File: config.mk
export PLATFORM = sky130hd
export DESIGN_NAME = frsck_fold
export DESIGN_NICKNAME = d
export VERILOG_FILES = /design/src/rtl/core/frsck_pkg.sv /design/src/rtl/core/frsck_fold.sv
export SDC_FILE = /design/constraint.sdc
export NUM_CORES = 1
export LEC_CHECK = 0
export ABC_AREA = 1
export BUFFER_PORTS_ARGS = -buffer_cell sky130_fd_sc_hd__buf_2
export CAP_MARGIN = 0
export CORE_MARGIN = 1.5
export CORE_UTILIZATION = 54
export DETAILED_ROUTE_END_ITERATION = 8
export PLACE_DENSITY_LB_ADDON = 0.2
export SKIP_LAST_GASP = 1
export SLEW_MARGIN = 0
export SYNTH_ARGS = -nofsm -noshare
export SYNTH_HDL_FRONTEND = slang
export SYNTH_SLANG_ARGS = --single-unit
File: constraint.sdc
create_clock -name vclk -period 5.4
set_input_delay 1.08 -clock vclk [all_inputs]
set_output_delay 1.08 -clock vclk [all_outputs]
set_load 0.03 [all_outputs]
File: src/rtl/core/frsck_pkg.sv
`default_nettype none
// ----------------------------------------------------------------------------
// frsck_pkg
// Shared types, register indexes and the byte-wide CRC-16 step for the
// frame sum / CRC-16 checker.
// ----------------------------------------------------------------------------
package frsck_pkg;

    // Configuration register indexes.
    localparam int unsigned CfgIdxW = 2;
    typedef logic [CfgIdxW-1:0] cfg_idx_t;
    localparam cfg_idx_t CFG_CHECK_MODE   = 2'd0;
    localparam cfg_idx_t CFG_CRC_INIT     = 2'd1;
    localparam cfg_idx_t CFG_RESULT_BYTES = 2'd2;

    // Field widths.
    localparam int unsigned ByteW  = 8;
    localparam int unsigned ValueW = 16;
    localparam int unsigned CfgW   = 16;

    // Check modes and result widths.
    localparam logic       MODE_SUM      = 1'b0;
    localparam logic       MODE_CRC      = 1'b1;
    localparam logic [1:0] RESULT_ONE_BYTE = 2'd1;
    localparam logic [1:0] RESULT_TWO_BYTES = 2'd2;

    localparam logic [ValueW-1:0] CrcPoly      = 16'hA001;
    localparam logic [ValueW-1:0] CrcInitReset = 16'hFFFF;

    // Configuration held by the top level and used by the fold logic.
    typedef struct packed {
        logic              check_mode;
        logic [ValueW-1:0] crc_init;
    } fold_cfg_t;

    // One byte of reflected CRC-16, least significant bit first.
    function automatic logic [ValueW-1:0] crc16_byte(input logic [ValueW-1:0] crc,
                                                     input logic [ByteW-1:0]  data);
        logic [ValueW-1:0] c;
        c = crc ^ {{(ValueW-ByteW){1'b0}}, data};
        for (int i = 0; i < ByteW; i++)
        begin
            if (c[0])
                c = (c >> 1) ^ CrcPoly;
            else
                c = c >> 1;
        end
        return c;
    endfunction

endpackage
`default_nettype wire

File: src/rtl/core/frsck_fold.sv
`default_nettype none
// ----------------------------------------------------------------------------
// frsck_fold
// Folds one registered byte into the accumulator: a restart on the first
// mark, then either a wrapping byte add or one CRC-16 byte step.
// ----------------------------------------------------------------------------
module frsck_fold (
    input  frsck_pkg::fold_cfg_t         cfg,
    input  logic [frsck_pkg::ValueW-1:0] running_value,
    input  logic [frsck_pkg::ByteW-1:0]  data_byte,
    input  logic                         first_byte,
    output logic [frsck_pkg::ValueW-1:0] folded_value
);
    import frsck_pkg::*;

    logic [ValueW-1:0] start_value;

    // Pick the starting point: restart value on a first byte.
    always_comb
    begin
        if (first_byte)
            start_value = (cfg.check_mode == MODE_CRC) ? cfg.crc_init : '0;
        else
            start_value = running_value;
    end

    // Fold the byte in with the mode currently in force.
    always_comb
    begin
        if (cfg.check_mode == MODE_CRC)
            folded_value = crc16_byte(start_value, data_byte);
        else
            folded_value = start_value + {{(ValueW-ByteW){1'b0}}, data_byte};
    end

endmodule
`default_nettype wire
; ---- Yosys cells after proc, flatten, opt, wreduce, memory -nomap -nowiden
; Index checks and enable logic that the tools add are counted.
[classes]
addsub = 1
muxes = 18
bitwise = 9
[ops]
columns = cell, n
row1 = $mux W16, 18
row2 = $not A2 Y3, 8
row3 = $add A16 B8 Y16, 1
row4 = $xor A16 B8 Y16, 1
[word_totals]
reg_bits = 0
output_inout_bits = 16

; ---- Logic depth before layout (Yosys ltp)
; Gate-level depths: netlist of run 1.
[logic_depth]
word_depth = 27
mapped_depth = 17
ltp_nobuf = 16

; ---- Worst setup path after synthesis of run 1
; Ideal clock, no wire load.
[synth_path]
path_kind = input to output
startpoint = input cfg[16] (netlist name)
endpoint = output folded_value[10] (netlist name)
t_arrival_ns = 3.292
required_ns = 4.320
path_slack_ns = 1.028
cell_stages = 13
n_path_buf = 1
cell_sequence = nand2_2 -> inv_2 -> buf_6 -> a22o_1 -> ha_1 -> fa_1 -> a21oi_1 -> o21ai_1 -> nand3_1 -> nand2_2 -> nand2_1 -> nand2_1 -> o21ai_0
[synth_between]
elab_chain_len = 21
word_cells_on_any_way = 25
[synth_lines]
columns = item, line
row1 = "start, declared", frsck_fold.sv:8  ; input frsck_pkg::fold_cfg_t cfg,
row2 = $mux W16, frsck_fold.sv:22  ; start_value = (cfg.check_mode == MODE_CRC) ? cfg.crc_init : '0;
row3 = $mux W16, frsck_fold.sv:21  ; if (first_byte)
row4 = $xor A16 B8 Y16, frsck_pkg.sv:40  ; c = crc ^ {{(ValueW-ByteW){1'b0}}, data};
row5 = $mux W16 / $not A2 Y3 (equally long branches), --
row6 = "$mux W16, on equally long branches", "frsck_fold.sv:30, frsck_pkg.sv:43"
row7 = $not A2 Y3 (no line) / $mux W16 (equally long branches), --
row8 = $mux W16, frsck_pkg.sv:43  ; if (c[0])
row9 = $mux W16, frsck_fold.sv:30  ; if (cfg.check_mode == MODE_CRC)
row10 = (+5 left out), --
row11 = $mux W16, frsck_pkg.sv:43
row12 = $mux W16, frsck_fold.sv:30
row13 = $mux W16, frsck_pkg.sv:43
row14 = $mux W16, frsck_fold.sv:30
row15 = $mux W16, frsck_pkg.sv:43
row16 = $mux W16, frsck_fold.sv:30
row17 = $mux W16, frsck_pkg.sv:43
row18 = $mux W16 (*), frsck_fold.sv:30
row19 = "end, declared", frsck_fold.sv:12  ; output logic [frsck_pkg::ValueW-1:0] folded_value
; Every way passes the cells marked *; elsewhere a longest branch is shown, timed or not. The select of a mux whose other input is x is not followed.

; ---- Final worst setup path of run 1
[layout_path]
startpoint = input cfg[16] (netlist name)
endpoint = output folded_value[9] (netlist name)
[layout_between]
elab_chain_len = 21
word_cells_on_any_way = 24
[layout_lines]
columns = item, line
row1 = $mux W16, frsck_fold.sv:22
row2 = $mux W16, frsck_fold.sv:21
row3 = $xor A16 B8 Y16, frsck_pkg.sv:40
row4 = $not A2 Y3 (no line), --
row5 = $mux W16, frsck_pkg.sv:43
row6 = $mux W16, frsck_fold.sv:30
row7 = $mux W16, frsck_pkg.sv:43
row8 = $mux W16, frsck_fold.sv:30
row9 = (+5 left out), --
row10 = $mux W16, frsck_pkg.sv:43
row11 = $mux W16, frsck_fold.sv:30
row12 = $mux W16, frsck_pkg.sv:43
row13 = $mux W16, frsck_fold.sv:30
row14 = $mux W16, frsck_pkg.sv:43
row15 = $mux W16, frsck_fold.sv:30
row16 = $mux W16, frsck_pkg.sv:43
row17 = $mux W16 (*), frsck_fold.sv:30
; Marks and branches as above.

==> results of run 1 <==
## cells by family (layout without fill, tap and decap cells)
group,count (synthesis),in the layout
and+or+nand+nor,135,135
AOI/OAI and AO/OA,36,36
adders and majority gates,16,16
xor gates and xnor gates,5,5
buffers and inverters,35,87
## area by class of cell
cell class                      count  area share (%)
Multi-Input combinational cell    192            71.8
Timing Repair Buffer               58            18.9
Tap cell                           28            2.28
Inverter                           29            7.08
## critical path, cell delays in order
cell and delay (ns):
buf_2 0.19, nand2_2 0.09, inv_2 0.23, a22o_1 0.25
ha_1 0.29, ha_1 0.19, nand2_1 0.06, nand3_1 0.15
nand3_1 0.13, nand3_1 0.12, nand2_1 0.11, nand2_1 0.11
nand3_1 0.09, nand3_1 0.09, nand2_1 0.10, buf_2 0.19
## final timing paths
check	endpoint	start	cells past startpoint
setup / recovery	folded_value[9]	cfg[16]	16
hold / removal	folded_value[11]	cfg[16]	4
## routing by layer
layer / part of all wire (%) / vias up / global-route usage, % / routed length, um
met5: 0 / - / 0 / 0
met4: 0.34 / 0 / 2.19 / 12
met3: 7.2 / 2 / 0.585 / 257
met2: 47 / 68 / 51.5 / 1690
met1: 45 / 719 / 39.2 / 1610
li1: - / 848 / - / -
## cells in the final DEF (no fill, tap or decap), drive strengths merged
master  netlist  final
nand3b        1      1
a22o          8      8
nand3        26     26
a22oi         1      1
ha           15     15
o21bai        1      1
xor2          3      3
nand2        93     93
nand4         2      2
fa            1      1
inv          29     29
xnor2         2      2
o22ai         2      2
o21ai        16     16
buf           6     58
nor3          1      1
a21oi         7      7
a21o          1      1
nor2         12     12
## where the power goes
part           total [mW]  switching [mW]  internal (mW)
logic               0.239           0.159         0.0797
clock network           0               0              0
registers               0               0              0
total               0.239           0.159         0.0797
==> impl_metrics.ini, run 1 <==
[floorplan]
die_x_um = 51.3
rows = 17
die_height_um = 51.3
start_util_pct = 56.8
die-area_sq_um = 2630
core_sq_um = 2210
ios = 58

[finish]
seq_cells = 0
multiInputGateArea_sq_um = 1100
stdcell_count = 307
nets = 339
design_area_sq_um = 1540
syn_to_final_growth_pct = 22.3
seqCellArea_sq_um = 0
fillers = 223
clock_buffers = 0
drive_gt1_share_pct = 28.3
diodes = 0
finalCoreUtilization_pct = 69.5

[worst_hold_path]
hp-class = primary input to primary output

[pwr]
powerDensity_nw_per_um2 = 155
peakVddDrop_v = 0.000111
p_total_uw = 239
power_leakage_nw = 0.948

[clock_network]
cts_resized = 0
cts.hold.buffers_added = 0
post_cts_buffers = 0

[global_routing]
track_usage_pct = 28.5
grt_pass1_vias = 1371
grt_max_degree = 24
gr-total-overflow = 0
grt_pass1_wl_mm = 5.91
antenna_found_initial = 0

[synth]
synth_cell_type_count = 27
syn_inst = 227
synthTopCellsByCount = 80 x nand2_1, 26 x inv_1, 24 x nand3_1
syn_area_sq_um = 1260
synth_fa_ha_area_share_pct = 16.5
post_synth.cell_area_avg_sq_um = 5.54
synthSimpleGateAreaFrac_pct = 50.2
synth-compound-area-share_pct = 17.5
synth_top_family_by_area = simple AND/OR/NAND/NOR gates
seq_area_frac_synth_pct = 0
synth_mux_area_share_pct = 0
synth_most_common_cell = nand2_1
synth_area_leaders = nand2_1 24%, ha_1 15%, nand3_1 9.6%
synth.net_count = 285
synth_top_area_cell = nand2_1
synth-xor-area-share_pct = 3.48
yosysWarnings = 0
synth_top_area_share_pct = 23.9

[routing]
vias = 1637
drtAntennaViolNets = 0
firstDrtPassIters = 4
drtIter0Drc = 83
drc = 0
finalWirelength_mm = 3.57
viasPerCell = 5.33
routedWlPerCell_um = 11.6

[sta]
fin_crit_sh_pct = 84.4
setup_viol = 0
slew_headroom_pct = 58.1
worst_slack_ns = 0.845
min_period_ns = 4.56
hold_viol = 0
tightestPinTransition_ns = 0.627
setup_tns_ns = 0
rsz0062_at_grt = false
fmax_mhz = 220
slew_viol_final = 0
whs_ns = 2.62

[critical_path]
cp.arrival_ns = 3.48
start_kind = primary input
cp_data_required_time_ns = 4.32
crit_type = primary input to primary output
crit_path_end_kind = primary output
cp_max_fo = 14

[placed_design]
pre_cts_ws_ns = 0.895
gp_congestion = 0.919
dp_cells = 307
postPlaceCellArea_sq_um = 1540
post-dp-hpwl_mm = 2.94
io_buffer_count = 58

[outcome]
outcome = complete, no violations

[flow_run]
drv_cap = 0
Power figures use the tool's default switching activity.
==> run 2, diff against run 1 <==
Settings changed: CORE_UTILIZATION 54 to 45.
Clock period 5.4 ns to 3.97 ns, I/O delays scaled along.
==> impl_metrics.ini, run 2 (synthesis gave the netlist of run 1 again) <==
[critical_path]
cp_data_required_time_ns = 3.18
slowest_stage = fa_1
crit_type = primary input to primary output
cp_max_fo = 9
cp_cell_sequence = buf_2 > nand2_2 > inv_4 > a22o_1 > ha_1 > fa_1 > a21oi_1 > o21ai_1 > nand3_1 > nand2_2 > nand2_1 > nand2_1 > o21ai_0 > buf_2
cp.arrival_ns = 2.90
crit_path_end_kind = primary output
critPathMaxStageDelay_ns = 0.42
start_kind = primary input

[placed_design]
dp_cells = 312
post-dp-hpwl_mm = 2.98
io_buffer_count = 58
postPlaceCellArea_sq_um = 1560
gp_congestion = 0.972

[routing]
drtIter0Drc = 60
finalWirelength_mm = 3.58
vias = 1611
viasPerCell = 5.16
drc = 0
drtAntennaViolNets = 0
routedWlPerCell_um = 11.5
firstDrtPassIters = 6

[sta]
whs_ns = 2.13
rsz0062_at_grt = false
setup_tns_ns = 0
setup_viol = 0
hold_viol = 0
slew_headroom_pct = 58.4
tightestPinTransition_ns = 0.624
min_period_ns = 3.70
fmax_mhz = 271
slew_viol_final = 0
fin_crit_sh_pct = 93.1

[finish]
nets = 342
fillers = 295
seqCellArea_sq_um = 0
design_area_sq_um = 1580
stdcell_count = 312
seq_cells = 0
drive_gt1_share_pct = 30.1
clock_buffers = 0
final_common_cell = nand2_1
syn_to_final_growth_pct = 25.5
mostFrequentLayoutCells = 79 x nand2_1, 58 x buf_2, 26 x inv_1, 23 x nand3_1, 14 x ha_1
diodes = 0

[floorplan]
rows = 18
ios = 58
die-area_sq_um = 3120
start_util_pct = 49.0
die_x_um = 55.9
die_height_um = 55.9
core_sq_um = 2570

[pwr]
combPwrFrac_pct = 100.0
seqPwrFrac_pct = 0
power.switching_uw = 214
clkPwrFrac_pct = 0
peakVddDrop_v = 0.000129
powerDensity_nw_per_um2 = 206
p_sw_share_pct = 65.7
p_total_uw = 326
power_leakage_nw = 0.965
p_int_uw = 112

[global_routing]
grt_pass1_vias = 1390
antenna_found_initial = 0
track_usage_pct = 22.2
grt_use_met2_pct = 37.8
gr-total-overflow = 0
gr-usage-met1_pct = 33.0
use_met3_pct = 0.233
grt.busiest_layer = met2
grt_max_degree = 24
grt_pass1_wl_mm = 5.90

[worst_hold_path]
holdPathStages = 4
hp-class = primary input to primary output

[outcome]
outcome = complete, no violations

[clock_network]
cts.hold.buffers_added = 0

[flow_run]
drv_cap = 0
-- run 2: layer usage --
metal,vias to the layer above,share of wire [%]
met3,2,7.4
met1,691,48
met4,0,0.42
met5,-,0
met2,65,44
li1,853,-
-- run 2: power by group through the flow --
stage	sequential, mW	clock (mW)	combinational [mW]
global placement	0	0	0.320
global route	0	0	0.359
CTS	0	0	0.323
finish	0	0	0.326
floorplan	0	0	0.234
detailed placement	0	0	0.321
-- run 2: timing repair --
| item | 4_1_cts | 5_1_grt |
|---|---|---|
| endpoints found under the setup margin | 0 | 2 |
| gates resized for setup | 0 | 6 |
| buffers inserted | 0 | 0 |
| endpoints found under the hold margin | 0 | 0 |
-- run 2: per-stage QoR --
| step | worst slack [ns] | util (%) |
|---|---|---|
| floorplan | 0.170 | - |
| global placement | 0.187 | 60.9 |
| detailed placement | 0.169 | 60.9 |
| CTS | 0.173 | 60.9 |
| global route | 0.0496 | 61.5 |
| finish | 0.274 | 61.5 |
-- run 2: path summary, 6_finish.rpt --
check	slack, ns	endpoint	from
max	0.27	folded_value[10]	first_byte
min	2.13	folded_value[2]	cfg[16]
-- run 2: critical path: cells and delay by family --
kind / cells / cell delay (ns)
AOI/OAI and AO/OA: 4 / 0.62
adders and majority gates: 2 / 0.62
buffers and inverters: 3 / 0.42
and+or+nand+nor: 5 / 0.42
-- run 2: area by class of cell --
| type | instances | area (sq um) | share of cell area, % |
|---|---|---|---|
| well taps | 30 | 37.5 | 2.38 |
| repair buffers | 61 | 313 | 19.8 |
| inverters | 29 | 114 | 7.22 |
| multi-input cells | 192 | 1110 | 70.6 |
==> run 3, diff against run 2 <==
Settings changed: REMOVE_ABC_BUFFERS set to 1.
==> impl_metrics.ini, run 3 (synthesis gave the netlist of run 1 again) <==
[floorplan]
die-area_sq_um = 3120
die_x_um = 55.9
ios = 58
core_sq_um = 2570
die_height_um = 55.9
rows = 18
start_util_pct = 49.0

[critical_path]
cp.arrival_ns = 2.96
cp_max_fo = 15
cp_data_required_time_ns = 3.18
crit_path_end_kind = primary output
crit_type = primary input to primary output
start_kind = primary input

[routing]
drtIter0Drc = 48
drc = 0
finalWirelength_mm = 3.41
vias = 1563
drtAntennaViolNets = 0
routedWlPerCell_um = 11.0
viasPerCell = 5.04
firstDrtPassIters = 4

[placed_design]
io_buffer_count = 58
post-dp-hpwl_mm = 2.83
gp_congestion = 0.894
postPlaceCellArea_sq_um = 1550
dp_cells = 310

[global_routing]
gr-total-overflow = 0
grt_max_degree = 24
grt_pass1_wl_mm = 5.73
antenna_found_initial = 0
grt_pass1_vias = 1366
track_usage_pct = 21.1

[finish]
seqCellArea_sq_um = 0
nets = 340
design_area_sq_um = 1560
finalCoreUtilization_pct = 60.6
diodes = 0
mostFrequentLayoutCells = 79 x nand2_1, 58 x buf_2, 26 x inv_1, 24 x nand3_1, 14 x ha_1
seq_cells = 0
multiInputGateArea_sq_um = 1110
stdcell_count = 310
final_common_cell = nand2_1
drive_gt1_share_pct = 29.3
fillers = 269
clock_buffers = 0
syn_to_final_growth_pct = 23.7

[sta]
rsz0062_at_grt = false
tightestPinTransition_ns = 0.626
slew_viol_final = 0
slew_headroom_pct = 58.2
fin_crit_sh_pct = 94.5
hold_viol = 0
fmax_mhz = 267
setup_tns_ns = 0
setup_viol = 0
min_period_ns = 3.75

[clock_network]
post_cts_buffers = 0
cts.hold.buffers_added = 0

[pwr]
powerDensity_nw_per_um2 = 206
clkPwrFrac_pct = 0
p_int_uw = 109
power.switching_uw = 211
p_sw_share_pct = 65.9
p_total_uw = 320
peakVddDrop_v = 0.000156
combPwrFrac_pct = 100.0
seqPwrFrac_pct = 0
power_leakage_nw = 0.950

[worst_hold_path]
hp-class = primary input to primary output

[outcome]
outcome = complete, no violations

[flow_run]
drv_cap = 0
-- run 3: cell types whose count changed in the layout (fill, tap and decap cells not counted), sizes merged --
cell	change
buf	-2
-- run 3: metal layers --
layer  GRT usage (%)  routed length, um
met2            37.4               1560
met5               0                  0
met1            29.6               1680
met3           0.465                150
met4            1.70                 14
-- run 3: critical path, stage by stage --
cell and delay, ns:
buf_2 0.13, inv_2 0.22, a22o_1 0.24, ha_1 0.28
ha_1 0.20, nand2_1 0.06, nand3_1 0.14, nand3_1 0.12
nand3_1 0.11, nand2_1 0.12, nand2_2 0.09, nand3_1 0.08
nand3_1 0.08, nand2_1 0.09, buf_2 0.19
-- run 3: layout make-up --
| cell class | instances | share of cell area (%) |
|---|---|---|
| Timing Repair Buffer | 59 | 19.1 |
| Tap cell | 30 | 2.41 |
| Multi-Input combinational cell | 192 | 71.3 |
| Inverter | 29 | 7.16 |
-- run 3: stage by stage --
stage	hold slack, ns	setup WS (ns)
floorplan	1.80	0.229
global placement	2.14	0.183
detailed placement	2.14	0.139
CTS	2.14	0.137
global route	2.16	0.0240
finish	2.13	0.218
-- run 3: final timing paths --
kind | from | end | slack, ns | depth (start not counted)
max | first_byte | folded_value[11] | 0.22 | 15
min | cfg[12] | folded_value[4] | 2.13 | 6
-- run 3: power groups by stage --
stage               registers [mW]  clock network [mW]  logic, mW
floorplan                        0                   0      0.228
global placement                 0                   0      0.317
detailed placement               0                   0      0.316
CTS                              0                   0      0.318
global route                     0                   0      0.355
finish                           0                   0      0.320
-- run 3: repair_timing --
item,in CTS,in global routing
setup endpoints to repair,0,4
resized for setup,0,4
hold endpoints to repair,0,0
